[src/design/szap_pkg.sv]
// Shared constants, types and arctangent table for the solar zenith angle pipeline.
package szap_pkg;

   localparam int LON_W = 20;
   localparam int LAT_W = 18;
   localparam int LT_W = 19;
   localparam int Q16_W = 18;
   localparam int ZEN_W = 18;
   localparam int CSR_DATA_W = 20;
   localparam int ANG_W = 34;
   localparam int SQ_W = 64;
   localparam int SQRT_STEPS = 32;
   localparam int MAX_STAGES = 24;
   localparam int CORDIC_STAGES_DEF = 16;

   localparam logic signed [ANG_W-1:0] PI_Q30 = 34'sd3373259426;
   localparam logic signed [ANG_W-1:0] HALF_PI_Q30 = 34'sd1686629713;
   localparam logic signed [ANG_W-1:0] GAIN_Q30 = 34'sd652032874;
   localparam logic signed [ANG_W-1:0] ROUND_Q30 = 34'sd8192;

   typedef enum logic [1:0] {
      CSR_LON_OFFSET = 2'd0,
      CSR_SIN_DEC    = 2'd1,
      CSR_COS_DEC    = 2'd2
   } csr_index_type;

   typedef logic signed [ANG_W-1:0] ang_type;

   typedef struct packed {
      ang_type x_lat;
      ang_type y_lat;
      ang_type z_lat;
      logic    neg_lat;
      ang_type x_h;
      ang_type y_h;
      ang_type z_h;
      logic    neg_h;
   } rot_type;

   typedef struct packed {
      logic [SQ_W-1:0] v;
      logic [SQ_W-1:0] r;
   } sqrt_type;

   typedef struct packed {
      ang_type x;
      ang_type y;
      ang_type z;
   } vec_type;

   function automatic ang_type atan_q30(input int unsigned idx);
      ang_type a;
      case (idx)
         0: a = 34'sd843314857;
         1: a = 34'sd497837829;
         2: a = 34'sd263043837;
         3: a = 34'sd133525159;
         4: a = 34'sd67021687;
         5: a = 34'sd33543516;
         6: a = 34'sd16775851;
         7: a = 34'sd8388437;
         8: a = 34'sd4194283;
         9: a = 34'sd2097149;
         10: a = 34'sd1048576;
         11: a = 34'sd524288;
         12: a = 34'sd262144;
         13: a = 34'sd131072;
         14: a = 34'sd65536;
         15: a = 34'sd32768;
         16: a = 34'sd16384;
         17: a = 34'sd8192;
         18: a = 34'sd4096;
         19: a = 34'sd2048;
         20: a = 34'sd1024;
         21: a = 34'sd512;
         22: a = 34'sd256;
         23: a = 34'sd128;
         default: a = '0;
      endcase
      return a;
   endfunction

endpackage

[src/design/szap_vec_cell.sv]
// One vectoring-mode CORDIC iteration for the arccosine.
module szap_vec_cell #(
   parameter int SHIFT = 0,
   parameter int TAG_W = 1
) (
   input  logic               clock,
   input  logic               reset,
   input  logic               en,
   input  logic               in_valid,
   input  szap_pkg::vec_type  in_data,
   input  logic [TAG_W-1:0]   in_tag,
   output logic               out_valid,
   output szap_pkg::vec_type  out_data,
   output logic [TAG_W-1:0]   out_tag
);
   import szap_pkg::*;

   localparam ang_type ATAN = atan_q30(SHIFT);

   vec_type data_in;
   vec_type data_ff;
   logic [TAG_W-1:0] tag_ff;
   logic valid_ff;

   always_comb begin
      if (!in_data.y[ANG_W-1]) begin
         data_in.x = in_data.x + (in_data.y >>> SHIFT);
         data_in.y = in_data.y - (in_data.x >>> SHIFT);
         data_in.z = in_data.z + ATAN;
      end else begin
         data_in.x = in_data.x - (in_data.y >>> SHIFT);
         data_in.y = in_data.y + (in_data.x >>> SHIFT);
         data_in.z = in_data.z - ATAN;
      end
   end

   always_ff @(posedge clock) begin
      if (reset) begin
         valid_ff <= 1'b0;
      end else if (en) begin
         valid_ff <= in_valid;
      end
      if (en) begin
         data_ff <= data_in;
         tag_ff <= in_tag;
      end
   end

   assign out_valid = valid_ff;
   assign out_data = data_ff;
   assign out_tag = tag_ff;
endmodule

[config.mk]
export PLATFORM = sky130hd
export DESIGN_NAME = szap_vec_cell
export DESIGN_NICKNAME = d
export VERILOG_FILES = /design/src/design/szap_pkg.sv /design/src/design/szap_vec_cell.sv
export SDC_FILE = /design/constraint.sdc
export NUM_CORES = 1
export LEC_CHECK = 0
export ABC_CLOCK_PERIOD_IN_PS = 5000
export BUFFER_PORTS_ARGS = -buffer_cell sky130_fd_sc_hd__buf_4
export CAP_MARGIN = 20
export CORE_MARGIN = 2
export CORE_UTILIZATION = 57
export DETAILED_ROUTE_END_ITERATION = 8
export GPL_TIMING_DRIVEN = 1
export PLACE_DENSITY = 0.89
export SYNTH_ARGS = -nofsm -noshare
export SYNTH_HDL_FRONTEND = slang
export SYNTH_SLANG_ARGS = --single-unit
[constraint.sdc]
create_clock -name clock -period 5 [get_ports clock]
set_clock_uncertainty 0.2 [all_clocks]
set_input_delay 0.25 -clock clock [delete_from_list [all_inputs] [get_ports clock]]
set_output_delay 0.25 -clock clock [all_outputs]
set_load 0.005 [all_outputs]
==> impl_metrics.yaml <==
status:
  run_status: "finished, violations left"
  violations: "design-rule violations"
logic_synthesis:
  syn_area_um2: 10570
  ys_types: 68
  synth-edff-count: 102
  netlist_instances: 1226
  ys_seq_elements: 103
  synth_top_area_cell: "edfxtp_1"
  synth_top_area_share_pct: 28.99
  yosysMostFrequentCell: "ha_1"
  synth-main-ff-cell: "edfxtp_1"
  avgSynthCellArea_um2: 8.619
  ys_top_cells_by_count: "ha_1 (132), a21oi_1 (130), inv_1 (120)"
  async_flop_share_pct: 0
  synthTopCellsByArea: "edfxtp_1 (29%), ha_1 (16%), xnor2_1 (6.2%)"
  yosysWarnings: 0
  synth.net_count: 1469
  seq_area_frac_synth_pct: 29.18
routing:
  final_antenna_net_count: 0
  route.vias.total: 10270
  drt_iter0_drc: 1105
  post_drt_wl_per_cell_um: 19.10
  first_pass_iters: 8
  vias_per_cell: 6.268
  wirelength_um: 31300
  drc: 15
setup_path:
  startpoint: "in_data[0]"
  required_ns: 4.91
  crit_fanout: 6
  reg2reg_depth: 3
  crit_end: "out_data[32]$_DFFE_PP_"
  worstSetupStartpointType: "primary input"
  r2r_slack_ns: 3.65
  timing.rr.end: "out_valid$_SDFFE_PP0P_"
  critPathKind: "primary input to flop"
  end_kind: "flop"
  arrival_ns: 3.67
  worstReg2RegStart: "out_valid$_SDFFE_PP0P_"
clocking:
  cts_tree: "yes"
  cts_resized: 0
  clockBufferDepth: 2
  numCtsBuffers: 9
  worstSkewPairLatency_ns: 0.36
  cts_setup_buffers: 0
  cts-htree-levels: 3
  path_clk_slew_ns: 0.08
  root_buffer: "clkbuf_16"
  numClockSinks: 103
layout:
  fillers: 1422
  drive_above_1_share_pct: 17.45
  multi_input_area_um2: 6830
  n_antenna_cell: 0
  area_delta_synth_final_pct: 19.30
  seqCellArea_um2: 3083
  nets: 1648
  layoutNonFillerInstCount: 1639
placement:
  gp_congestion: 0.9939
  hpwlAfterDp_um: 24480
  port_buffers: 210
  dp.cells: 1619
global_routing:
  grt_pass1_vias: 9530
  antenna_found_initial: 0
  grt-ovfl-total: 0
  grt_pass1_wl_um: 48890
  grtUsageTotal_pct: 30.76
  grt_max_degree: 63
sta:
  period_share_pct: 75.17
  tns_ns: 0
  period_minus_slack_ns: 3.758
  tightest_slew_ns: 0.9949
  rsz0062_at_grt: "false"
  fmax_mhz: 266.1
  slew_violations: 0
  slew_headroom_pct: 33.27
  finalSetupViolCount: 0
  hold_violations: 0
job:
  cap_violations: 0
floorplan:
  io_pins: 211
  fp.coreArea_um2: 18090
  num_rows: 49
  start_util_pct: 58.42
  die_x_um: 140.2
  dieArea_um2: 19640
  die_h_um: 140.2
pwr:
  vdd_ir_drop_max_uv: 181.5
  power.leakage_nw: 5.740
  p_per_area_nw_per_um2: 260.9
worst_hold_path:
  holdCritPathClass: "primary input to flop"
metal layers:
metal / part of all wire (%) / up-vias / track usage, %
li1: - / 4801 / -
met1: 43 / 4786 / 43.08
met2: 46 / 603 / 49.69
met3: 8.6 / 84 / 3.009
met4: 3.3 / 0 / 11.43
met5: 0 / - / 0
stage by stage:
step	worst slack [ns]	instance area (um^2)	utilization (%)	power, mW	hold slack, ns
after global placement	1.202	12260	67.79	2.506	0.2068
final	1.242	12610	69.70	3.288	0.006411
after detailed placement	1.086	12260	67.79	2.532	0.2177
after CTS	1.289	12610	69.70	3.268	0.002535
after global routing	1.074	12610	69.70	3.437	0.007643
after floorplan	0.9634	10570	-	1.974	0.1224
power by group:
group          switching [mW]  internal [mW]  leakage, nW  total, mW
clock                   0.331          0.405        0.153      0.736
combinational           0.752          0.599         4.58       1.35
sequential             0.0549           1.15         1.01       1.20
total                    1.14           2.15         5.74       3.29
worst min path at each step:
| stage | startpoint | end | cells past startpoint | slack, ns |
|---|---|---|---|---|
| after detailed placement | reset | out_valid$_SDFFE_PP0P_ | 2 | 0.22 |
| final | in_data[101] | out_data[101]$_DFFE_PP_ | 2 | 0.006 |
| after CTS | in_data[101] | out_data[101]$_DFFE_PP_ | 2 | 0.003 |
| after global placement | reset | out_valid$_SDFFE_PP0P_ | 2 | 0.21 |
| after global routing | in_data[101] | out_data[101]$_DFFE_PP_ | 2 | 0.008 |
| after floorplan | reset | out_valid$_SDFFE_PP0P_ | 1 | 0.12 |
area by class of cell:
class | count | area share (%)
Timing Repair Buffer | 218 | 13.06
Clock inverter | 6 | 0.5261
Inverter | 121 | 3.603
Tap cell | 229 | 2.273
Multi-Input combinational cell | 952 | 54.18
Sequential cell | 103 | 24.46
Clock buffer | 10 | 1.896
layout by cell type, fill, tap and decap left out, types with 5 or more instances in the layout:
cell type / instances
buf_4: 214
ha_1: 132
a21oi_1: 130
inv_1: 119
edfxtp_1: 102
nor2_1: 86
xnor2_1: 75
o21ai_0: 74
nand2_1: 70
a21o_1: 43
nor3_1: 24
nor2b_1: 23
o21bai_1: 23
mux2i_1: 22
a31oi_1: 20
xor2_1: 18
nand4_1: 14
a211oi_1: 13
o21a_1: 13
o211ai_1: 12
nand2b_1: 12
o31ai_1: 11
nand3_1: 10
and3_1: 9
o2111ai_1: 9
clkbuf_16: 9
or3_1: 8
a221oi_1: 7
and2_1: 7
or2_2: 7
o21ai_1: 6
o22ai_1: 5
o221ai_1: 5
o311ai_0: 5
sequential cells by signal (all words and copies together), names as in the netlist:
register	count
out_data	101
out_tag	1
out_valid	1
logic make-up (layout without fill, tap and decap cells):
| logic type | after synthesis | in the layout | share of synthesized area, % |
|---|---|---|---|
| xor+xnor | 93 | 93 | 7.709 |
| compound gates | 414 | 414 | 25.26 |
| simple gates | 287 | 287 | 13.20 |
| buf+inv | 171 | 355 | 6.181 |
| fa+ha+maj | 136 | 136 | 16.39 |
| mux | 22 | 22 | 2.084 |
| flops | 103 | 103 | 29.18 |
critical path: stages:
cell and delay [ns]:
dlygate4sd3_1 0.54, buf_4 0.15, fa_1 0.48, a211o_1 0.34, a21oi_1 0.18, o21ai_1 0.15
a31oi_1 0.26, o311ai_1 0.27, a311o_1 0.40, a21o_1 0.20, a311oi_1 0.34, xnor2_1 0.11
timing repair:
item,in CTS,in global routing
setup endpoints to repair,0,0
hold buffers,4,0
endpoints found under the hold margin,3,0
No activity file was read; power rests on OpenSTA's default activity.
