### src/design/szap_pkg.sv
// Shared constants, types and arctangent table for the solar zenith angle pipeline.
package szap_pkg;

   localparam int LON_W = 20;
   localparam int LAT_W = 18;
   localparam int LT_W = 19;
   localparam int Q16_W = 18;
   localparam int ZEN_W = 18;
   localparam int CSR_DATA_W = 20;
   localparam int ANG_W = 34;
   localparam int SQ_W = 64;
   localparam int SQRT_STEPS = 32;
   localparam int MAX_STAGES = 24;
   localparam int CORDIC_STAGES_DEF = 16;

   localparam logic signed [ANG_W-1:0] PI_Q30 = 34'sd3373259426;
   localparam logic signed [ANG_W-1:0] HALF_PI_Q30 = 34'sd1686629713;
   localparam logic signed [ANG_W-1:0] GAIN_Q30 = 34'sd652032874;
   localparam logic signed [ANG_W-1:0] ROUND_Q30 = 34'sd8192;

   typedef enum logic [1:0] {
      CSR_LON_OFFSET = 2'd0,
      CSR_SIN_DEC    = 2'd1,
      CSR_COS_DEC    = 2'd2
   } csr_index_type;

   typedef logic signed [ANG_W-1:0] ang_type;

   typedef struct packed {
      ang_type x_lat;
      ang_type y_lat;
      ang_type z_lat;
      logic    neg_lat;
      ang_type x_h;
      ang_type y_h;
      ang_type z_h;
      logic    neg_h;
   } rot_type;

   typedef struct packed {
      logic [SQ_W-1:0] v;
      logic [SQ_W-1:0] r;
   } sqrt_type;

   typedef struct packed {
      ang_type x;
      ang_type y;
      ang_type z;
   } vec_type;

   function automatic ang_type atan_q30(input int unsigned idx);
      ang_type a;
      case (idx)
         0: a = 34'sd843314857;
         1: a = 34'sd497837829;
         2: a = 34'sd263043837;
         3: a = 34'sd133525159;
         4: a = 34'sd67021687;
         5: a = 34'sd33543516;
         6: a = 34'sd16775851;
         7: a = 34'sd8388437;
         8: a = 34'sd4194283;
         9: a = 34'sd2097149;
         10: a = 34'sd1048576;
         11: a = 34'sd524288;
         12: a = 34'sd262144;
         13: a = 34'sd131072;
         14: a = 34'sd65536;
         15: a = 34'sd32768;
         16: a = 34'sd16384;
         17: a = 34'sd8192;
         18: a = 34'sd4096;
         19: a = 34'sd2048;
         20: a = 34'sd1024;
         21: a = 34'sd512;
         22: a = 34'sd256;
         23: a = 34'sd128;
         default: a = '0;
      endcase
      return a;
   endfunction

endpackage

### src/design/szap_rot_cell.sv
// One rotation-mode CORDIC iteration for the latitude and hour angles.
module szap_rot_cell #(
   parameter int SHIFT = 0,
   parameter int TAG_W = 1
) (
   input  logic               clock,
   input  logic               reset,
   input  logic               en,
   input  logic               in_valid,
   input  szap_pkg::rot_type  in_data,
   input  logic [TAG_W-1:0]   in_tag,
   output logic               out_valid,
   output szap_pkg::rot_type  out_data,
   output logic [TAG_W-1:0]   out_tag
);
   import szap_pkg::*;

   localparam ang_type ATAN = atan_q30(SHIFT);

   rot_type data_in;
   rot_type data_ff;
   logic [TAG_W-1:0] tag_ff;
   logic valid_ff;

   always_comb begin
      data_in = in_data;
      if (!in_data.z_lat[ANG_W-1]) begin
         data_in.x_lat = in_data.x_lat - (in_data.y_lat >>> SHIFT);
         data_in.y_lat = in_data.y_lat + (in_data.x_lat >>> SHIFT);
         data_in.z_lat = in_data.z_lat - ATAN;
      end else begin
         data_in.x_lat = in_data.x_lat + (in_data.y_lat >>> SHIFT);
         data_in.y_lat = in_data.y_lat - (in_data.x_lat >>> SHIFT);
         data_in.z_lat = in_data.z_lat + ATAN;
      end
      if (!in_data.z_h[ANG_W-1]) begin
         data_in.x_h = in_data.x_h - (in_data.y_h >>> SHIFT);
         data_in.y_h = in_data.y_h + (in_data.x_h >>> SHIFT);
         data_in.z_h = in_data.z_h - ATAN;
      end else begin
         data_in.x_h = in_data.x_h + (in_data.y_h >>> SHIFT);
         data_in.y_h = in_data.y_h - (in_data.x_h >>> SHIFT);
         data_in.z_h = in_data.z_h + ATAN;
      end
   end

   always_ff @(posedge clock) begin
      if (reset) begin
         valid_ff <= 1'b0;
      end else if (en) begin
         valid_ff <= in_valid;
      end
      if (en) begin
         data_ff <= data_in;
         tag_ff <= in_tag;
      end
   end

   assign out_valid = valid_ff;
   assign out_data = data_ff;
   assign out_tag = tag_ff;
endmodule

### config.mk
export PLATFORM = sky130hd
export DESIGN_NAME = szap_rot_cell
export DESIGN_NICKNAME = d
export VERILOG_FILES = /design/src/design/szap_pkg.sv /design/src/design/szap_rot_cell.sv
export SDC_FILE = /design/constraint.sdc
export NUM_CORES = 1
export LEC_CHECK = 0
export BUFFER_PORTS_ARGS = -buffer_cell sky130_fd_sc_hd__buf_2
export CELL_PAD_IN_SITES_DETAIL_PLACEMENT = 1
export CELL_PAD_IN_SITES_GLOBAL_PLACEMENT = 2
export CORE_ASPECT_RATIO = 0.75
export CORE_MARGIN = 10
export CORE_UTILIZATION = 34
export CTS_BUF_LIST = sky130_fd_sc_hd__clkbuf_4 sky130_fd_sc_hd__clkbuf_8 sky130_fd_sc_hd__clkbuf_16
export DETAILED_ROUTE_END_ITERATION = 8
export GPL_TIMING_DRIVEN = 1
export PLACE_DENSITY_LB_ADDON = 0.15
export REMOVE_ABC_BUFFERS = 1
export SLEW_MARGIN = 10
export SYNTH_ARGS = -nofsm -noshare
export SYNTH_HDL_FRONTEND = slang
export SYNTH_SLANG_ARGS = --single-unit
### constraint.sdc
create_clock -name clock -period 5.58 [get_ports clock]
set_input_delay 1.116 -clock clock [delete_from_list [all_inputs] [get_ports clock]]
set_output_delay 1.116 -clock clock [all_outputs]
set_load 0.01 [all_outputs]
==> results.py, run 1 <==
metrics = {
    "outcome": {
        "outcome": "complete, no violations",
    },
    "die": {
        "die_width_um": 302,
        "die_h_um": 232,
        "die-area_sq_um": 70000,
        "coreArea_sq_um": 59100,
        "io_pins": 419,
        "initial_utilization": 0.344,
        "rows": 77,
    },
    "logic_synthesis": {
        "synth-seq-cells": 206,
        "ys_seq_area_frac": 0.304,
        "synth_flop_cell": "edfxtp_1",
        "ys_warn_count": 0,
        "syn-cell-area_sq_um": 20300,
        "ys_types": 78,
        "async_flop_share": 0,
        "avgSynthCellArea_sq_um": 8.76,
        "synth_edf_count": 205,
        "syn_inst": 2318,
    },
    "min_path": {
        "min_from": "out_valid",
        "min_delay_path_depth": 2,
        "holdPathEnd": "out_valid",
        "hp-class": "register to register",
    },
    "global_route": {
        "grt_start_max_net_pins": 107,
        "grt_pass1_wl_mm": 123,
        "grt.total_usage": 0.222,
        "first_global_vias": 19900,
        "antenna_found_initial": 12,
        "grt_overflow_total": 0,
    },
    "drt": {
        "drcViolationCount": 0,
        "wl_met1_mm": 37.1,
        "route.met2.wl_mm": 38.0,
        "drt_iter0_markers": 1201,
        "post_drt_wl_per_cell_um": 23.1,
        "met3_length_mm": 5.17,
        "ant_nets": 0,
        "firstDrtPassIters": 7,
        "routed.top_layer": "met5",
        "drt-total-wl_mm": 81.5,
        "avgViaCountPerCell": 5.44,
        "vias": 19100,
    },
    "critical_path": {
        "r2r_end": "out_valid",
        "cp-start-kind": "primary input",
        "r2r_cells": 2,
        "path_class": "primary input to register",
        "r2r_slack_ns": 4.99,
        "cp-end-kind": "register",
        "worstPathArrival_ns": 4.86,
        "crit_required_ns": 5.88,
        "worstReg2RegStart": "out_valid",
        "cp_max_fo": 15,
    },
    "final_layout": {
        "fin_nets": 3185,
        "stdcell_count": 3520,
        "syn2layout_area_growth_pct": 19.1,
        "final_common_cell": "buf_2",
        "drive_gt1_frac": 0.191,
        "most-common-layout-cells": "415 x buf_2, 275 x a21oi_1, 262 x ha_1, 225 x inv_1, 205 x edfxtp_1",
        "fillers": 7052,
    },
    "sta": {
        "rsz0062_at_grt": "no",
        "worst_pin_slew_ns": 0.935,
        "period_share": 0.818,
        "fin_skew_ns": 0,
        "clock.fmax_ghz": 0.219,
        "setup_viol": 0,
        "slew-limit-headroom": 0.377,
        "final.setup.tns_ns": 0,
        "hold_viol": 0,
        "fin_crit_ns": 4.57,
        "report.final.slew_viol_count": 0,
    },
    "pwr": {
        "peakVddDrop_v": 0.000240,
        "p_per_area_nw_per_um2": 264,
        "p_leak_nw": 10.8,
    },
    "cts": {
        "cts_htree_levels": 1,
        "clock_path_buffers": 3,
        "postCtsSetupBuffers": 0,
        "worstSkewPairLatency_ns": 0.57,
        "holdBufCountCts": 0,
        "numClockSinks": 206,
        "cts_tree": "yes",
        "cts_resized": 0,
        "numCtsBuffers": 28,
        "clk_transition_reported_paths_ns": 0.06,
        "cts_root_buffer": "clkbuf_16",
    },
    "place": {
        "dp_hpwl_mm": 67.0,
        "io_buffers": 418,
        "gp_congestion": 0.933,
        "place_inst": 3464,
    },
    "job": {
        "max_cap_violations": 0,
    },
}
-- cell families (layout without fill, tap and decap cells) --
logic type	Yosys count	in the layout	synth area share
adders and majority gates	270	270	0.169
other	0	5	0
buffers and inverters	324	731	0.0616
AOI/OAI and AO/OA	778	778	0.246
and+or+nand+nor	516	516	0.120
xor gates and xnor gates	191	191	0.0824
muxes	33	33	0.0163
DFF	206	206	0.304
-- report_power, final --
part           switching [mW]  internal, mW
registers              0.0937          2.06
logic                    1.50         0.902
clock network           0.746          1.10
total                    2.34          4.06
-- final cells by class --
class,instances,area [sq um],area share
multi-input cells,1788,12900,0.532
flip-flops and latches,206,6180,0.255
repair buffers,447,2340,0.0966
well taps,790,988,0.0409
inverters,233,875,0.0362
clock buffers,32,748,0.0309
clock inverters,19,175,0.00724
diodes,5,12.5,0.000517
-- flip-flops by register name, summed over array words and instances (netlist names) --
| register | count |
|---|---|
| out_data | 204 |
| out_tag | 1 |
| out_valid | 1 |
-- cells in the mapped netlist (all sizes together), types with 6 or more instances --
cell type	instances	area share
a21oi	275	0.068
ha	262	0.16
inv	228	0.042
edfxtp	205	0.30
nor2	196	0.036
xnor2	159	0.069
o21ai	144	0.036
nand2	110	0.020
clkbuf	63	0.012
o21bai	60	0.022
a21o	55	0.020
mux2i	33	0.016
xor2	32	0.014
nor3	31	0.0076
o21a	29	0.011
buf	28	0.0068
nor2b	27	0.0083
a211oi	26	0.010
o31ai	25	0.0092
nand2b	23	0.0071
nand4	23	0.0071
nand3	21	0.0052
o211ai	21	0.0078
nor4	20	0.0062
a221oi	19	0.0088
a31oi	17	0.0052
a2111oi	13	0.0059
and3	13	0.0040
or3	13	0.0040
a211o	10	0.0043
o221ai	10	0.0043
fa	8	0.0079
o31a	8	0.0035
or4	8	0.0030
and2	7	0.0022
a22oi	6	0.0022
a311oi	6	0.0026
or2	6	0.0018
-- per-stage QoR --
| stage | setup slack (ns) | hold slack (ns) | instance area, sq um | total power, mW | util |
|---|---|---|---|---|---|
| after floorplan | 1.05 | 0.528 | 19900 | 3.56 | - |
| after global placement | 0.581 | 0.467 | 23300 | 4.55 | 0.394 |
| after detailed placement | 0.646 | 0.490 | 23300 | 4.58 | 0.394 |
| after CTS | 1.22 | 0.504 | 24200 | 6.47 | 0.409 |
| after global routing | 0.934 | 0.568 | 24200 | 6.77 | 0.409 |
| final | 1.01 | 0.501 | 24200 | 6.39 | 0.410 |
-- worst max-delay path, cell delays in order --
cell	delay (ns)
buf_2	0.11
inv_1	0.05
ha_1	0.60
nor2b_1	0.12
a2111oi_0	0.57
o211ai_1	0.18
o21ai_1	0.38
o311ai_0	0.31
a311oi_1	0.69
nor2_1	0.18
a221oi_1	0.44
xor2_1	0.12
-- layer usage --
| layer | global-route usage | vias to the layer above |
|---|---|---|
| met4 | 0.0348 | 10 |
| met3 | 0.0481 | 71 |
| met1 | 0.298 | 9449 |
| met5 | 0 | - |
| li1 | - | 9157 |
| met2 | 0.367 | 453 |
-- how the worst max path moves through the flow --
| stage | slack [ns] | cells after the start | from | to |
|---|---|---|---|---|
| 6_report | 1.01 | 12 | in_data[48] | out_data[67] |
| 5_1_grt | 0.93 | 14 | in_data[143] | out_data[169] |
| 4_1_cts | 1.22 | 12 | in_data[48] | out_data[67] |
| 3_5_place_dp | 0.65 | 12 | in_data[48] | out_data[67] |
| 3_3_place_gp | 0.58 | 13 | in_data[153] | out_data[203] |
| 2_1_floorplan | 1.05 | 12 | in_data[34] | out_data[33] |
(Power assumes the default switching activity.)
==> run 2: changes to the inputs <==
Settings changed: CORE_UTILIZATION 34 to 31.
Clock period 5.58 ns to 3.8 ns, I/O delays scaled along.
==> run 2 against run 1 <==
Effect of this change: cell count grew 14%; utilization grew 1.4 points; clock power grew 54%; first-iteration DRC count is 9.2% lower; non-clock buffer count increased by 421; via count is 8.1% higher; critical path type unchanged; largest power group unchanged; highest routed layer unchanged.
==> results.py, run 2 (same netlist as run 1, synthesis figures left out) <==
metrics = {
    "critical_path": {
        "cp-end-kind": "register",
        "critPathTopFamily": "compound AO/OA/AOI/OAI gates",
        "cp-start-kind": "primary input",
        "crit_top_cell": "o21ai_0",
        "cp_max_fo": 5,
        "crit_slowest_cell": "o41a_1",
        "crit_chain": "buf_2 -> inv_1 -> ha_1 -> nor2b_1 -> o31a_1 -> o41a_1 -> o31ai_1 -> buf_4 -> o21ai_0 -> a221oi_2 -> buf_4 -> nor2_1 -> o21ai_0 -> o21ai_0 -> xnor2_1",
        "path_class": "primary input to register",
        "crit_required_ns": 4.12,
        "crit_buf_inv": 4,
        "slowest_delay_ns": 0.40,
        "worstPathArrival_ns": 3.89,
    },
    "sta": {
        "clock.fmax_ghz": 0.280,
        "final.setup.tns_ns": 0,
        "fin_crit_ns": 3.57,
        "setup_viol": 0,
        "report.final.slew_viol_count": 0,
        "slew-limit-headroom": 0.388,
        "fin_skew_ns": 0,
        "whs_ns": 0.324,
        "period_share": 0.939,
        "hold_viol": 0,
        "worst_pin_slew_ns": 0.894,
        "rsz0062_at_grt": "no",
        "finalWorstSetupSlack_ns": 0.231,
    },
    "drt": {
        "drcViolationCount": 0,
        "vias": 20700,
        "ant_nets": 0,
        "drt-total-wl_mm": 87.9,
        "avgViaCountPerCell": 5.14,
        "drt_iter0_markers": 1090,
        "post_drt_wl_per_cell_um": 21.8,
        "firstDrtPassIters": 5,
    },
    "final_layout": {
        "stdcell_area_sq_um": 27600,
        "largest_reg_flops": 204,
        "final_common_cell": "buf_4",
        "syn2layout_area_growth_pct": 35.9,
        "most-common-layout-cells": "446 x buf_4, 415 x buf_2, 275 x a21oi_1, 261 x ha_1, 225 x inv_1",
        "stdcell_count": 4029,
        "drive_gt1_frac": 0.301,
        "fin_nets": 3607,
    },
    "die": {
        "rows": 81,
        "die-area_sq_um": 76200,
        "io_pins": 419,
        "die_width_um": 315,
        "coreArea_sq_um": 65100,
        "initial_utilization": 0.312,
        "die_h_um": 242,
    },
    "global_route": {
        "grt_overflow_total": 0,
        "grt_start_max_net_pins": 79,
        "grt_pass1_wl_mm": 133,
        "antenna_found_initial": 24,
        "grt.total_usage": 0.219,
        "first_global_vias": 22100,
    },
    "place": {
        "postPlaceCellArea_sq_um": 26600,
        "dp_hpwl_mm": 73.9,
        "io_buffers": 418,
        "place_inst": 3966,
        "place_ws_ns": -0.349,
        "gp_congestion": 0.936,
    },
    "job": {
        "max_cap_violations": 0,
    },
    "pwr": {
        "p_leak_nw": 12.9,
        "p_per_area_nw_per_um2": 366,
        "peakVddDrop_v": 0.000334,
    },
    "cts": {
        "worstSkewPairLatency_ns": 0.59,
        "clock_path_buffers": 3,
        "cts_tree": "yes",
        "holdBufCountCts": 0,
        "clk_transition_reported_paths_ns": 0.06,
        "numCtsBuffers": 29,
        "cts_root_buffer": "clkbuf_16",
        "cts_htree_levels": 1,
        "numClockSinks": 206,
    },
    "outcome": {
        "outcome": "complete, no violations",
    },
    "min_path": {
        "hp-class": "primary input to register",
    },
}
[run 2: cell count changes in the layout (fill, tap and decap cells not counted), sizes merged]
cell | before | now
bufinv | 3 | 4
inv | 230 | 229
clkinv | 19 | 20
clkbuf | 32 | 31
clkinvlp | 0 | 3
diode | 5 | 9
buf | 447 | 868
[run 2: path summary, 6_finish.rpt]
kind                                 endpoint  depth (start not counted)          from  slack [ns]
worst min-delay path                out_valid                          2         reset        0.32
worst max-delay path            out_data[168]                         15  in_data[140]        0.23
worst max register to register      out_valid                          2     out_valid        3.22
worst min register to register      out_valid                          2     out_valid        0.50
[run 2: layout make-up]
cell class / instances / area (sq um)
Antenna cell: 9 / 22.5
Clock buffer: 31 / 741
Clock inverter: 23 / 229
Fill cell: 7837 / 37500
Inverter: 233 / 875
Multi-Input combinational cell: 1788 / 12900
Sequential cell: 206 / 6180
Tap cell: 871 / 1090
Timing Repair Buffer: 868 / 5560
[run 2: worst reg2reg max path, cell delays in order, from the launching register on]
cell and delay (ns):
dfxtp_1 0.31, mux2i_1 0.12, nor2_1 0.05
[run 2: routing by layer]
layer,track usage,up-vias,part of all wire
met5,0,-,0.00092
met4,0.0513,14,0.023
met3,0.0409,101,0.055
met2,0.362,446,0.46
met1,0.292,10100,0.46
li1,-,10000,-
[run 2: through the flow]
step | total power, mW | utilization
finish | 10.1 | 0.424
global route | 10.7 | 0.424
CTS | 10.2 | 0.423
global placement | 7.25 | 0.408
floorplan | 5.23 | -
detailed placement | 7.32 | 0.408
[run 2: timing repair]
action	4_1_cts	5_1_grt
resized for setup	0	4
setup endpoints to repair	0	6
buffers inserted	0	0
endpoints found under the hold margin	0	0
[run 2: where the power goes]
| part | internal [mW] | switching, mW | total [mW] |
|---|---|---|---|
| Combinational | 1.78 | 2.31 | 4.09 |
| Sequential | 3.02 | 0.166 | 3.19 |
| Clock | 1.68 | 1.15 | 2.83 |
