**config.mk**
```make
export PLATFORM = sky130hd
export DESIGN_NAME = szap_sqrt_cell
export DESIGN_NICKNAME = d
export VERILOG_FILES = /design/src/design/szap_pkg.sv /design/src/design/szap_sqrt_cell.sv
export SDC_FILE = /design/constraint.sdc
export NUM_CORES = 1
export LEC_CHECK = 0
export BUFFER_PORTS_ARGS = -buffer_cell sky130_fd_sc_hd__clkbuf_2
export CAP_MARGIN = 25
export CORE_UTILIZATION = 45
export DETAILED_ROUTE_END_ITERATION = 8
export PLACE_DENSITY = 0.67
export SLEW_MARGIN = 10
export SYNTH_ARGS = -nofsm -noshare
export SYNTH_HDL_FRONTEND = slang
export SYNTH_SLANG_ARGS = --single-unit
```
**constraint.sdc**
```tcl
create_clock -name clock -period 4.9 [get_ports clock]
set_input_delay 0.735 -clock clock [delete_from_list [all_inputs] [get_ports clock]]
set_output_delay 0.735 -clock clock [all_outputs]
set_load 0.1 [all_outputs]
```
**src/design/szap_pkg.sv**
```systemverilog
// Shared constants, types and arctangent table for the solar zenith angle pipeline.
package szap_pkg;

   localparam int LON_W = 20;
   localparam int LAT_W = 18;
   localparam int LT_W = 19;
   localparam int Q16_W = 18;
   localparam int ZEN_W = 18;
   localparam int CSR_DATA_W = 20;
   localparam int ANG_W = 34;
   localparam int SQ_W = 64;
   localparam int SQRT_STEPS = 32;
   localparam int MAX_STAGES = 24;
   localparam int CORDIC_STAGES_DEF = 16;

   localparam logic signed [ANG_W-1:0] PI_Q30 = 34'sd3373259426;
   localparam logic signed [ANG_W-1:0] HALF_PI_Q30 = 34'sd1686629713;
   localparam logic signed [ANG_W-1:0] GAIN_Q30 = 34'sd652032874;
   localparam logic signed [ANG_W-1:0] ROUND_Q30 = 34'sd8192;

   typedef enum logic [1:0] {
      CSR_LON_OFFSET = 2'd0,
      CSR_SIN_DEC    = 2'd1,
      CSR_COS_DEC    = 2'd2
   } csr_index_type;

   typedef logic signed [ANG_W-1:0] ang_type;

   typedef struct packed {
      ang_type x_lat;
      ang_type y_lat;
      ang_type z_lat;
      logic    neg_lat;
      ang_type x_h;
      ang_type y_h;
      ang_type z_h;
      logic    neg_h;
   } rot_type;

   typedef struct packed {
      logic [SQ_W-1:0] v;
      logic [SQ_W-1:0] r;
   } sqrt_type;

   typedef struct packed {
      ang_type x;
      ang_type y;
      ang_type z;
   } vec_type;

   function automatic ang_type atan_q30(input int unsigned idx);
      ang_type a;
      case (idx)
         0: a = 34'sd843314857;
         1: a = 34'sd497837829;
         2: a = 34'sd263043837;
         3: a = 34'sd133525159;
         4: a = 34'sd67021687;
         5: a = 34'sd33543516;
         6: a = 34'sd16775851;
         7: a = 34'sd8388437;
         8: a = 34'sd4194283;
         9: a = 34'sd2097149;
         10: a = 34'sd1048576;
         11: a = 34'sd524288;
         12: a = 34'sd262144;
         13: a = 34'sd131072;
         14: a = 34'sd65536;
         15: a = 34'sd32768;
         16: a = 34'sd16384;
         17: a = 34'sd8192;
         18: a = 34'sd4096;
         19: a = 34'sd2048;
         20: a = 34'sd1024;
         21: a = 34'sd512;
         22: a = 34'sd256;
         23: a = 34'sd128;
         default: a = '0;
      endcase
      return a;
   endfunction

endpackage

```
**src/design/szap_sqrt_cell.sv**
```systemverilog
// One digit step of the bit-serial integer square root.
module szap_sqrt_cell #(
   parameter int STEP = 0,
   parameter int TAG_W = 1
) (
   input  logic               clock,
   input  logic               reset,
   input  logic               en,
   input  logic               in_valid,
   input  szap_pkg::sqrt_type in_data,
   input  logic [TAG_W-1:0]   in_tag,
   output logic               out_valid,
   output szap_pkg::sqrt_type out_data,
   output logic [TAG_W-1:0]   out_tag
);
   import szap_pkg::*;

   localparam logic [SQ_W-1:0] BIT = SQ_W'(1) << (2 * (SQRT_STEPS - 1 - STEP));

   sqrt_type data_in;
   sqrt_type data_ff;
   logic [TAG_W-1:0] tag_ff;
   logic valid_ff;
   logic [SQ_W-1:0] trial;

   always_comb begin
      trial = in_data.r + BIT;
      if (in_data.v >= trial) begin
         data_in.v = in_data.v - trial;
         data_in.r = (in_data.r >> 1) + BIT;
      end else begin
         data_in.v = in_data.v;
         data_in.r = in_data.r >> 1;
      end
   end

   always_ff @(posedge clock) begin
      if (reset) begin
         valid_ff <= 1'b0;
      end else if (en) begin
         valid_ff <= in_valid;
      end
      if (en) begin
         data_ff <= data_in;
         tag_ff <= in_tag;
      end
   end

   assign out_valid = valid_ff;
   assign out_data = data_ff;
   assign out_tag = tag_ff;
endmodule

```
==> run summary, run 1 <==
Clock sinks = 130
Global-route wire length before repair = 36060 µm
Reg area = 3894 µm²
DR WL/cell = 16.00 µm
Cell count after synthesis = 916
Clk_lat worst skew = 0.43 ns
Post-synthesis cell area = 8790 µm²
WS Path Type = primary input to flop
Area contributors post-synth = edfxtp_1 44%, ha_1 9.1%, o21ai_0 5.0%
Power per Cell Area = 424.4 nW/µm²
Avg Inst Size Synth = 9.596 µm²
Clock Skew = 0 ns
Vias in the first global route = 7256
RSZ-0062 raised after global routing = no
Slowest cell on the critical path = nor2_4
Most common library cells after synthesis = 129 x edfxtp_1, 106 x nand2_1, 88 x o21ai_0, 86 x a21oi_1, 80 x inv_1
CTS tree = built
Synthesis Warnings = 0
Startpoint types = primary input
Root buf cell = clkbuf_16
Fin. max-slew vios = 0
Register area share after synthesis = 0.4430
Total Power = 4.643 mW
CTS resizes = 0
Worst VDD drop = 0.0002485 V
Largest net degree at the start of global routing = 103
Placed cells = 1406
CTS Buf Count = 17
Post-route ant nets = 0
Post-synth ARST share = 0
Die area = 20100 µm²
Slowest stage delay, CP = 0.50 ns
Yosys top cell area share = 0.4407
Synth-to-Final Area Change = 24.47%
Hold depth = 2
Placeable Area = 18960 µm²
Least-Margin Pin Slew = 0.9511 ns
Status = finished, final reports clean
Post-DP HPWL = 17850 µm
DRC viols = 0
Hold crit path type = primary input to flop
Post-CTS setup buffer count = 0
Placer Congestion = 0.8911
Hold buffers post-CTS = 0
Routed WL = 23020 µm
Synthesized Nets = 1114
Die Wd = 141.8 µm
Relative slew slack = 0.3659
Layout cells sized above 1 = 0.2699
Final hold vios = 0
Die H = 141.8 µm
Leak = 5.051 nW
Port bufs = 262
Via density = 5.341
Final nets = 1363
Via count = 7686
Fillers = 1727
CP Capture Type = flop
Synth cell types = 65
Multi-input gate area = 4422 µm²
Final std cells w/o fill = 1439
H-tree depth = 4
Final Critical Period = 3.733 ns
GRT overflow = 0
Max Fclk = 267.8 MHz
Register-to-Register Path Depth = 2
Antenna violations before repair = 1
Num ports = 263
Final setup vio count = 0
Worst-path cell chain = clkbuf_2 > inv_1 > ha_1 > nor2b_1 > o21a_1 > o211ai_2 > a31o_2 > nand2_2 > a311oi_2 > a31oi_4 > nor2_4 > buf_4 > mux2_2
Arrival time at the worst endpoint = 3.91 ns
Reg clk slew, reported paths = 0.06 ns
Setup TNS Final = 0 ns
Cell with the most instances after synthesis = edfxtp_1
Ys flop type = edfxtp_1
Yosys reg bits = 130
CTS max path bufs = 2
GR Util All Layers = 0.2308
Worst Path Max Fanout = 25
WP data required = 5.08 ns
TritonRoute pass-1 iters = 5
Initial DRC Count = 428
Synth area leader = edfxtp_1
Max Cap Viol = 0
Number of synthesized flops with an enable pin = 129
Tcrit/Tclk final = 0.7619
Starting Density = 0.4637
Num rows = 50
## worst paths after layout
kind,start,endpoint,slack (ns)
setup / recovery,in_data[2],out_data[80],1.17
hold / removal,reset,out_valid,0.45
setup reg to reg,out_valid,out_valid,4.31
hold reg to reg,out_valid,out_valid,0.51
## power by group
part	internal, mW	switching, mW
sequential	1.39	0.0341
combinational	0.394	1.45
clock	0.856	0.522
## stage by stage
step / utilization / worst slack, ns / instance area (µm²) / hold slack, ns
after global placement: 0.5438 / 0.7898 / 10310 / 0.4793
final: 0.5772 / 1.167 / 10940 / 0.4545
after global routing: 0.5770 / 0.9342 / 10940 / 0.4545
after detailed placement: 0.5438 / 0.7043 / 10310 / 0.5129
after floorplan: - / 1.587 / 8790 / 0.8074
after CTS: 0.5770 / 1.157 / 10940 / 0.4433
## registers in the layout, summed over array words and instances (netlist names)
signal     count
out_data     128
out_tag        1
out_valid      1
## kinds of logic after synthesis
group           after synthesis  synth area share
compound gates              303            0.2145
xor+xnor                     58           0.05779
fa+ha+maj                    65           0.09338
buf+inv                     117           0.05395
flops                       130            0.4430
mux                           7          0.008683
simple gates                236            0.1287
## layout by cell type (no fill, tap or decap), types with 15 or more instances in the layout
cell type	count
a21o_1	45
a21oi_1	86
clkbuf_16	17
clkbuf_2	261
edfxtp_1	129
ha_1	64
inv_1	80
nand2_1	106
nand4_1	24
nor2_1	38
nor3_1	15
o21ai_0	88
o21bai_1	21
xnor2_1	33
xor2_1	25
## layout make-up
class	count	area share
antenna	1	0.0002287
clock buffer	17	0.03888
clock inverter	15	0.01864
inverter	80	0.02745
multi-input combinational	669	0.4042
sequential	130	0.3559
tap	260	0.02973
timing repair buffer	267	0.1250
## worst max-delay path: cells and delay by family
| family | cells | cell delay, ns |
|---|---|---|
| simple gates | 3 | 0.76 |
| buf+inv | 3 | 0.47 |
| mux | 1 | 0.36 |
| compound gates | 5 | 1.23 |
| fa+ha+maj | 1 | 0.35 |
## metal layers
layer | GRT usage | routed length, µm | vias to the layer above
li1 | - | - | 3860
met1 | 0.3036 | 10300 | 3522
met2 | 0.3757 | 10810 | 279
met3 | 0.05197 | 1594 | 25
met4 | 0.07640 | 313 | 0
met5 | 0 | 0 | -
(Power assumes the default switching activity.)
==> run 2, diff against run 1 <==
--- a/config.mk
+++ b/config.mk
@@ -5,11 +5,12 @@
 export SDC_FILE = /design/constraint.sdc
 export NUM_CORES = 1
 export LEC_CHECK = 0
+export ABC_AREA = 1
 export BUFFER_PORTS_ARGS = -buffer_cell sky130_fd_sc_hd__clkbuf_2
 export CAP_MARGIN = 25
 export CORE_UTILIZATION = 45
 export DETAILED_ROUTE_END_ITERATION = 8
-export PLACE_DENSITY = 0.67
+export PLACE_DENSITY = 0.65
 export SLEW_MARGIN = 10
 export SYNTH_ARGS = -nofsm -noshare
 export SYNTH_HDL_FRONTEND = slang
==> constraint.sdc (replaced) <==
create_clock -name clock -period 3.9 [get_ports clock]
set_input_delay 0.585 -clock clock [delete_from_list [all_inputs] [get_ports clock]]
set_output_delay 0.585 -clock clock [all_outputs]
set_load 0.1 [all_outputs]
==> run 2 against run 1 <==
- critical path depth rose by 6
- clock-buffer cell count is 3 higher
- non-clock buffer count grew 3
- utilization fell by 2.5 points
- synthesized cell count increased by 88%
- sequential cell count stayed put
- hold slack lost 0.15 ns
- critical path type unchanged
- largest cell class unchanged
- largest power group unchanged
==> run summary, run 2 <==
Fin util = 0.5517 (-0.02546)
Fillers = 2489 (+44%)
CP Capture Type = flop
Final nets = 2192 (+61%)
Leak = 7.930 nW (+57%)
Power per Cell Area = 455.6 nW/µm² (+7.4%)
H-tree depth = 4 (unchanged)
Startpoint types = primary input
Post-DP HPWL = 31400 µm (+76%)
DR WL/cell = 16.02 µm (+0.14%)
Clock Skew = 0 ns (unchanged)
Area contributors post-synth = edfxtp_1 35%, nand2_1 26%, inv_1 13%
Commonest non-fill, non-tap cells in the layout = 756 x nand2_1, 396 x inv_1, 261 x clkbuf_2
Largest net degree at the start of global routing = 57 (-45%)
Most common library cells after synthesis = 756 x nand2_1, 396 x inv_1, 129 x edfxtp_1, 109 x nor2_1, 80 x nand3_1
RSZ-0062 raised after global routing = no
Synth area leader = edfxtp_1
Synth cell types = 35 (-46%)
DP Area = 12800 µm² (+24%)
CTS max path bufs = 2 (unchanged)
Max reg flops = 128 (unchanged)
Via count = 11.09k (+44%)
Hold crit path type = primary input to flop
Finished Cell Area = 13380 µm² (+22%)
Max Fclk = 354.2 MHz
Num rows = 57 (+14%)
Register area share after synthesis = 0.3505 (-0.09254)
Clk_lat worst skew = 0.44 ns (about the same)
Post-route ant nets = 0 (unchanged)
Tcrit/Tclk final = 0.7239
Final hold vios = 0 (unchanged)
Die H = 159.1 µm (+12%)
Avg Inst Size Synth = 6.467 µm² (-33%)
Final setup vio count = 0 (unchanged)
Global-route wire length before repair = 57190 µm (+59%)
Synthesis Warnings = 0 (unchanged)
Least-Margin Pin Slew = 0.5545 ns (-0.3966 ns)
Fin. max-slew vios = 0 (unchanged)
CTS Buf Count = 17 (unchanged)
Hold buffers post-CTS = 0 (unchanged)
Yosys reg bits = 130 (unchanged)
Post-synth ARST share = 0 (unchanged)
Vias in the first global route = 10.51k (+45%)
Worst VDD drop = 0.0002678 V (+7.8%)
CTS resizes = 0 (unchanged)
Setup TNS Final = 0 ns (unchanged)
Cell count after synthesis = 1718 (+88%)
Die area = 25320 µm² (+26%)
Post-synthesis cell area = 11110 µm² (+26%)
GR Util All Layers = 0.2992 (+0.06839)
Starting Density = 0.4582 (-0.005492)
Yosys top cell area share = 0.3486 (-0.09206)
Cell with the most instances after synthesis = nand2_1
Ys flop type = edfxtp_1
Die Wd = 159.1 µm (+12%)
Reg clk slew, reported paths = 0.07 ns (about the same)
Routed WL = 37340 µm (+62%)
TritonRoute pass-1 iters = 5 (unchanged)
Commonest non-fill, non-tap cell in the layout = nand2_1
Worst Path Max Fanout = 34 (+36%)
CTS tree = built
Layout cells sized above 1 = 0.1764 (-0.09357)
Initial DRC Count = 883 (+110%)
Final Critical Period = 2.823 ns
Clock sinks = 130 (unchanged)
Via density = 4.758 (-11%)
Synth-to-Final Area Change = 20.41%
Num ports = 263 (unchanged)
Status = finished, final reports clean
DRC viols = 0 (unchanged)
Placer Congestion = 0.9142 (+2.6%)
Total Power = 6.094 mW (+31%)
Post-CTS setup buffer count = 0 (unchanged)
WP data required = 4.09 ns (-0.99 ns)
Relative slew slack = 0.6275 (+0.2616)
Ant diodes = 0 (-1)
GRT overflow = 0 (unchanged)
Root buf cell = clkbuf_16
Synthesized Nets = 1916 (+72%)
Placeable Area = 24250 µm² (+28%)
WS Path Type = primary input to flop
Arrival time at the worst endpoint = 3.01 ns (-0.90 ns)
Worst hold slack = 0.3035 ns (-0.1510 ns)
Antenna violations before repair = 0 (-1)
Number of synthesized flops with an enable pin = 129 (unchanged)
Max Cap Viol = 0 (unchanged)
Port bufs = 262 (unchanged)
[run 2: cell count changes after synthesis, moves of 20 or more]
cell	delta
nand3_1	+71
o21bai_1	-21
xnor2_1	-31
o21ai_0	-81
a21o_1	-45
clkbuf_1	-20
nand2_1	+650
nor2_1	+71
inv_1	+316
a21oi_1	-45
[run 2: final cells by class]
cell class / count / area [µm²] / share of cell area
sequential: 130 / 3894 / 0.2911
inverter: 408 / 1534 / 0.1147
multi-input combinational: 1167 / 5563 / 0.4158
clock inverter: 12 / 122.6 / 0.009166
tap: 324 / 405.4 / 0.03030
timing repair buffer: 270 / 1403 / 0.1048
clock buffer: 20 / 456.7 / 0.03414
[run 2: per-layer routing]
metal | global-route usage | vias up | part of all wire
met2 | 0.4791 | 401 | 0.44
met4 | 0.09047 | 0 | 0.023
met1 | 0.4176 | 4893 | 0.47
li1 | - | 5749 | -
met3 | 0.04376 | 47 | 0.064
met5 | 0 | - | 0
[run 2: final timing paths]
kind | cells past startpoint | endpoint | from | slack, ns
setup / recovery | 19 | out_data[116] | in_data[64] | 1.08
hold / removal | 2 | out_valid | reset | 0.30
setup reg to reg | 2 | out_valid | out_valid | 3.31
hold reg to reg | 2 | out_valid | out_valid | 0.51
[run 2: report_power, final]
group	switching, mW	internal, mW	total [mW]	leakage, nW
combinational	2.15	0.517	2.66	6.39
sequential	0.0486	1.75	1.80	1.27
clock	0.710	0.925	1.63	0.275
[run 2: stage by stage]
step / setup WS (ns) / instances
finish: 1.077 / 2331
global route: 0.9280 / 2331
CTS: 1.113 / 2331
detailed placement: 0.6683 / 2299
global placement: 0.7411 / 2299
floorplan: 1.375 / 1718
[run 2: cell families after synthesis]
group	Yosys count	share of synthesized area
XOR/XNOR	32	0.02523
AND/OR/NAND/NOR	1018	0.3770
AO/OA/AOI/OAI	51	0.02365
buffers and inverters	421	0.1489
adder cells (fa/ha/maj)	65	0.07387
flip-flops	130	0.3505
multiplexers	1	0.0009009
[run 2: critical path, stage by stage]
cell and delay (ns):
clkbuf_2 0.07, inv_1 0.05, ha_1 0.20, fa_1 0.41
inv_1 0.10, nand3_1 0.08, nand2_2 0.14, nand2_2 0.08
nand2_4 0.09, nand2_2 0.06, nand2_2 0.15, nand2_2 0.08
nand3_2 0.08, nand2_4 0.07, nand2_8 0.16, inv_4 0.19
buf_12 0.25, nand2_1 0.09, nand2_1 0.05
==> run 3, diff against run 2 <==
--- a/config.mk
+++ b/config.mk
@@ -5,12 +5,12 @@
 export SDC_FILE = /design/constraint.sdc
 export NUM_CORES = 1
 export LEC_CHECK = 0
-export ABC_AREA = 1
+export ABC_AREA = 0
 export BUFFER_PORTS_ARGS = -buffer_cell sky130_fd_sc_hd__clkbuf_2
 export CAP_MARGIN = 25
 export CORE_UTILIZATION = 45
 export DETAILED_ROUTE_END_ITERATION = 8
-export PLACE_DENSITY = 0.65
+export PLACE_DENSITY = 0.67
 export SLEW_MARGIN = 10
 export SYNTH_ARGS = -nofsm -noshare
 export SYNTH_HDL_FRONTEND = slang
==> constraint.sdc (replaced) <==
create_clock -name clock -period 2.9 [get_ports clock]
set_input_delay 0.435 -clock clock [delete_from_list [all_inputs] [get_ports clock]]
set_output_delay 0.435 -clock clock [all_outputs]
set_load 0.1 [all_outputs]
==> run 3 against run 2 <==
- combinational power up 33%
- register-to-register slack worse by 1.0 ns
- sequential share of layout area up 1.9 points
- sequential cell count unchanged
- first-iteration DRC count down 47%
- clock power up 33%
- non-clock buffer count up 194
- worst setup slack worse by 0.97 ns
- total power up 33%
- global-route usage down 4.2 points
==> run summary, run 3 (synthesis gave the netlist of run 1 again) <==
DRC viols = 0 (unchanged)
RSZ-0062 raised after global routing = no
Max Fclk = 357.7 MHz
Status = finished, final reports clean
Commonest non-fill, non-tap cells in the layout = 261 x clkbuf_2, 195 x buf_4, 129 x edfxtp_1
Startpoint types = primary input
GR Util All Layers = 0.2573 (-0.04191)
Layout cells sized above 1 = 0.3876 (+0.2113)
Worst Path Max Fanout = 4 (-88%)
Clk_lat worst skew = 0.43 ns (about the same)
Die Wd = 141.8 µm (-11%)
Initial DRC Count = 472 (-47%)
Global-route wire length before repair = 40370 µm (-29%)
Tcrit/Tclk final = 0.9639
Reg clk slew, reported paths = 0.06 ns (about the same)
Worst-path cell chain = clkbuf_2 > inv_1 > ha_1 > a21o_1 > a21oi_1 > a21boi_4 > o21ai_2 > a31oi_4 > a31oi_4 > o211ai_1 > buf_4 > xor2_1 > mux2_2
Arrival time at the worst endpoint = 2.97 ns (-0.04 ns)
Root buf cell = clkbuf_16
Clock Skew = 0 ns (unchanged)
Leak = 6.018 nW (-24%)
Slowest stage delay, CP = 0.33 ns (-0.08 ns)
Fillers = 1616 (-35%)
Placer Congestion = 0.9110 (-0.35%)
Final worst-path setup slack = 0.1046 ns (-0.9722 ns)
Post-DP HPWL = 20500 µm (-35%)
Power per Cell Area = 646.2 nW/µm² (+42%)
Relative slew slack = 0.6061 (-0.02145)
Worst VDD drop = 0.0004702 V (+76%)
CP Capture Type = flop
Via density = 5.157 (+8.4%)
Vias in the first global route = 8284 (-21%)
CTS max path bufs = 2 (unchanged)
Post-route ant nets = 0 (unchanged)
Commonest non-fill, non-tap cell in the layout = clkbuf_2
CTS tree = built
CTS Buf Count = 17 (unchanged)
Port bufs = 262 (unchanged)
GRT overflow = 0 (unchanged)
Die H = 141.8 µm (-11%)
Starting Density = 0.4637 (+0.005492)
Antenna violations before repair = 1 (+1)
Final Critical Period = 2.795 ns
Fin. max-slew vios = 0 (unchanged)
DR WL/cell = 15.78 µm (-1.5%)
Via count = 8437 (-24%)
Max Cap Viol = 0 (unchanged)
H-tree depth = 4 (unchanged)
Slowest cell on the critical path = ha_1
Worst hold slack = 0.1521 ns (-0.1514 ns)
WP data required = 3.08 ns (-1.01 ns)
Critical path's most frequent cell = a31oi_4
Placeable Area = 18960 µm² (-22%)
Least-Margin Pin Slew = 0.5934 ns (+0.03896 ns)
Clock sinks = 130 (unchanged)
Place WS = -0.7723 ns (-1.441 ns)
Synth-to-Final Area Change = 42.89%
Die area = 20100 µm² (-21%)
Hold crit path type = primary input to flop
Final nets = 1560 (-29%)
Num ports = 263 (unchanged)
Final hold vios = 0 (unchanged)
Num rows = 50 (-12%)
Final setup vio count = 0 (unchanged)
Routed WL = 25820 µm (-31%)
Max reg flops = 128 (unchanged)
WS Path Type = primary input to flop
Largest net degree at the start of global routing = 56 (-1.8%)
TritonRoute pass-1 iters = 5 (unchanged)
## run 3: layout make-up
class / instances / area, µm² / area share
clock buffers: 17 / 425.4 / 0.03387
flip-flops and latches: 130 / 3894 / 0.3100
inverters: 80 / 300.3 / 0.02391
well taps: 260 / 325.3 / 0.02590
repair buffers: 464 / 2895 / 0.2305
clock inverters: 15 / 158.9 / 0.01265
diodes: 1 / 2.502 / 0.0001992
multi-input cells: 669 / 4558 / 0.3629
## run 3: metal layers
layer	track usage	wire, µm	vias to the layer above
met4	0.07923	405	0
met3	0.04421	1639	31
met1	0.3409	11600	3875
met5	0	0	-
met2	0.4291	12180	282
li1	-	-	4249
## run 3: final timing paths
path	startpoint	endpoint	slack, ns	cells after the start
setup / recovery	in_data[3]	out_data[123]	0.10	13
hold / removal	reset	out_valid	0.15	2
setup reg to reg	out_valid	out_valid	2.31	2
hold reg to reg	out_valid	out_valid	0.50	2
## run 3: what timing repair did
action                                  in CTS  in global routing
hold buffers                                 0                  0
endpoints found under the setup margin       8                 31
resized for setup                            3                 21
pin swaps                                    0                  3
setup buffers                                0                  1
## run 3: critical path: cells and delay by family
kind                     cells  cell delay (ns)
AO/OA/AOI/OAI                7             1.51
XOR/XNOR                     1             0.13
adder cells (fa/ha/maj)      1             0.33
buffers and inverters        3             0.31
multiplexers                 1             0.25
## run 3: metrics by stage
| step | util | instance area (µm²) | TNS, ns | total power [mW] | instances |
|---|---|---|---|---|---|
| 6_report | 0.6626 | 12560 | 0 | 8.116 | 1636 |
| 5_1_grt | 0.6626 | 12560 | 0 | 8.423 | 1636 |
| 4_1_cts | 0.6568 | 12450 | 0 | 8.109 | 1634 |
| 3_5_place_dp | 0.6255 | 11860 | -19.51 | 5.927 | 1602 |
| 3_3_place_gp | 0.6255 | 11860 | -15.90 | 5.902 | 1602 |
| 2_1_floorplan | - | 8838 | -0.009142 | 4.975 | 916 |
## run 3: where the power goes
| part | switching, mW | internal (mW) |
|---|---|---|
| Combinational | 2.57 | 0.970 |
| Sequential | 0.0616 | 2.35 |
| Clock | 0.901 | 1.27 |
| Total | 3.53 | 4.59 |
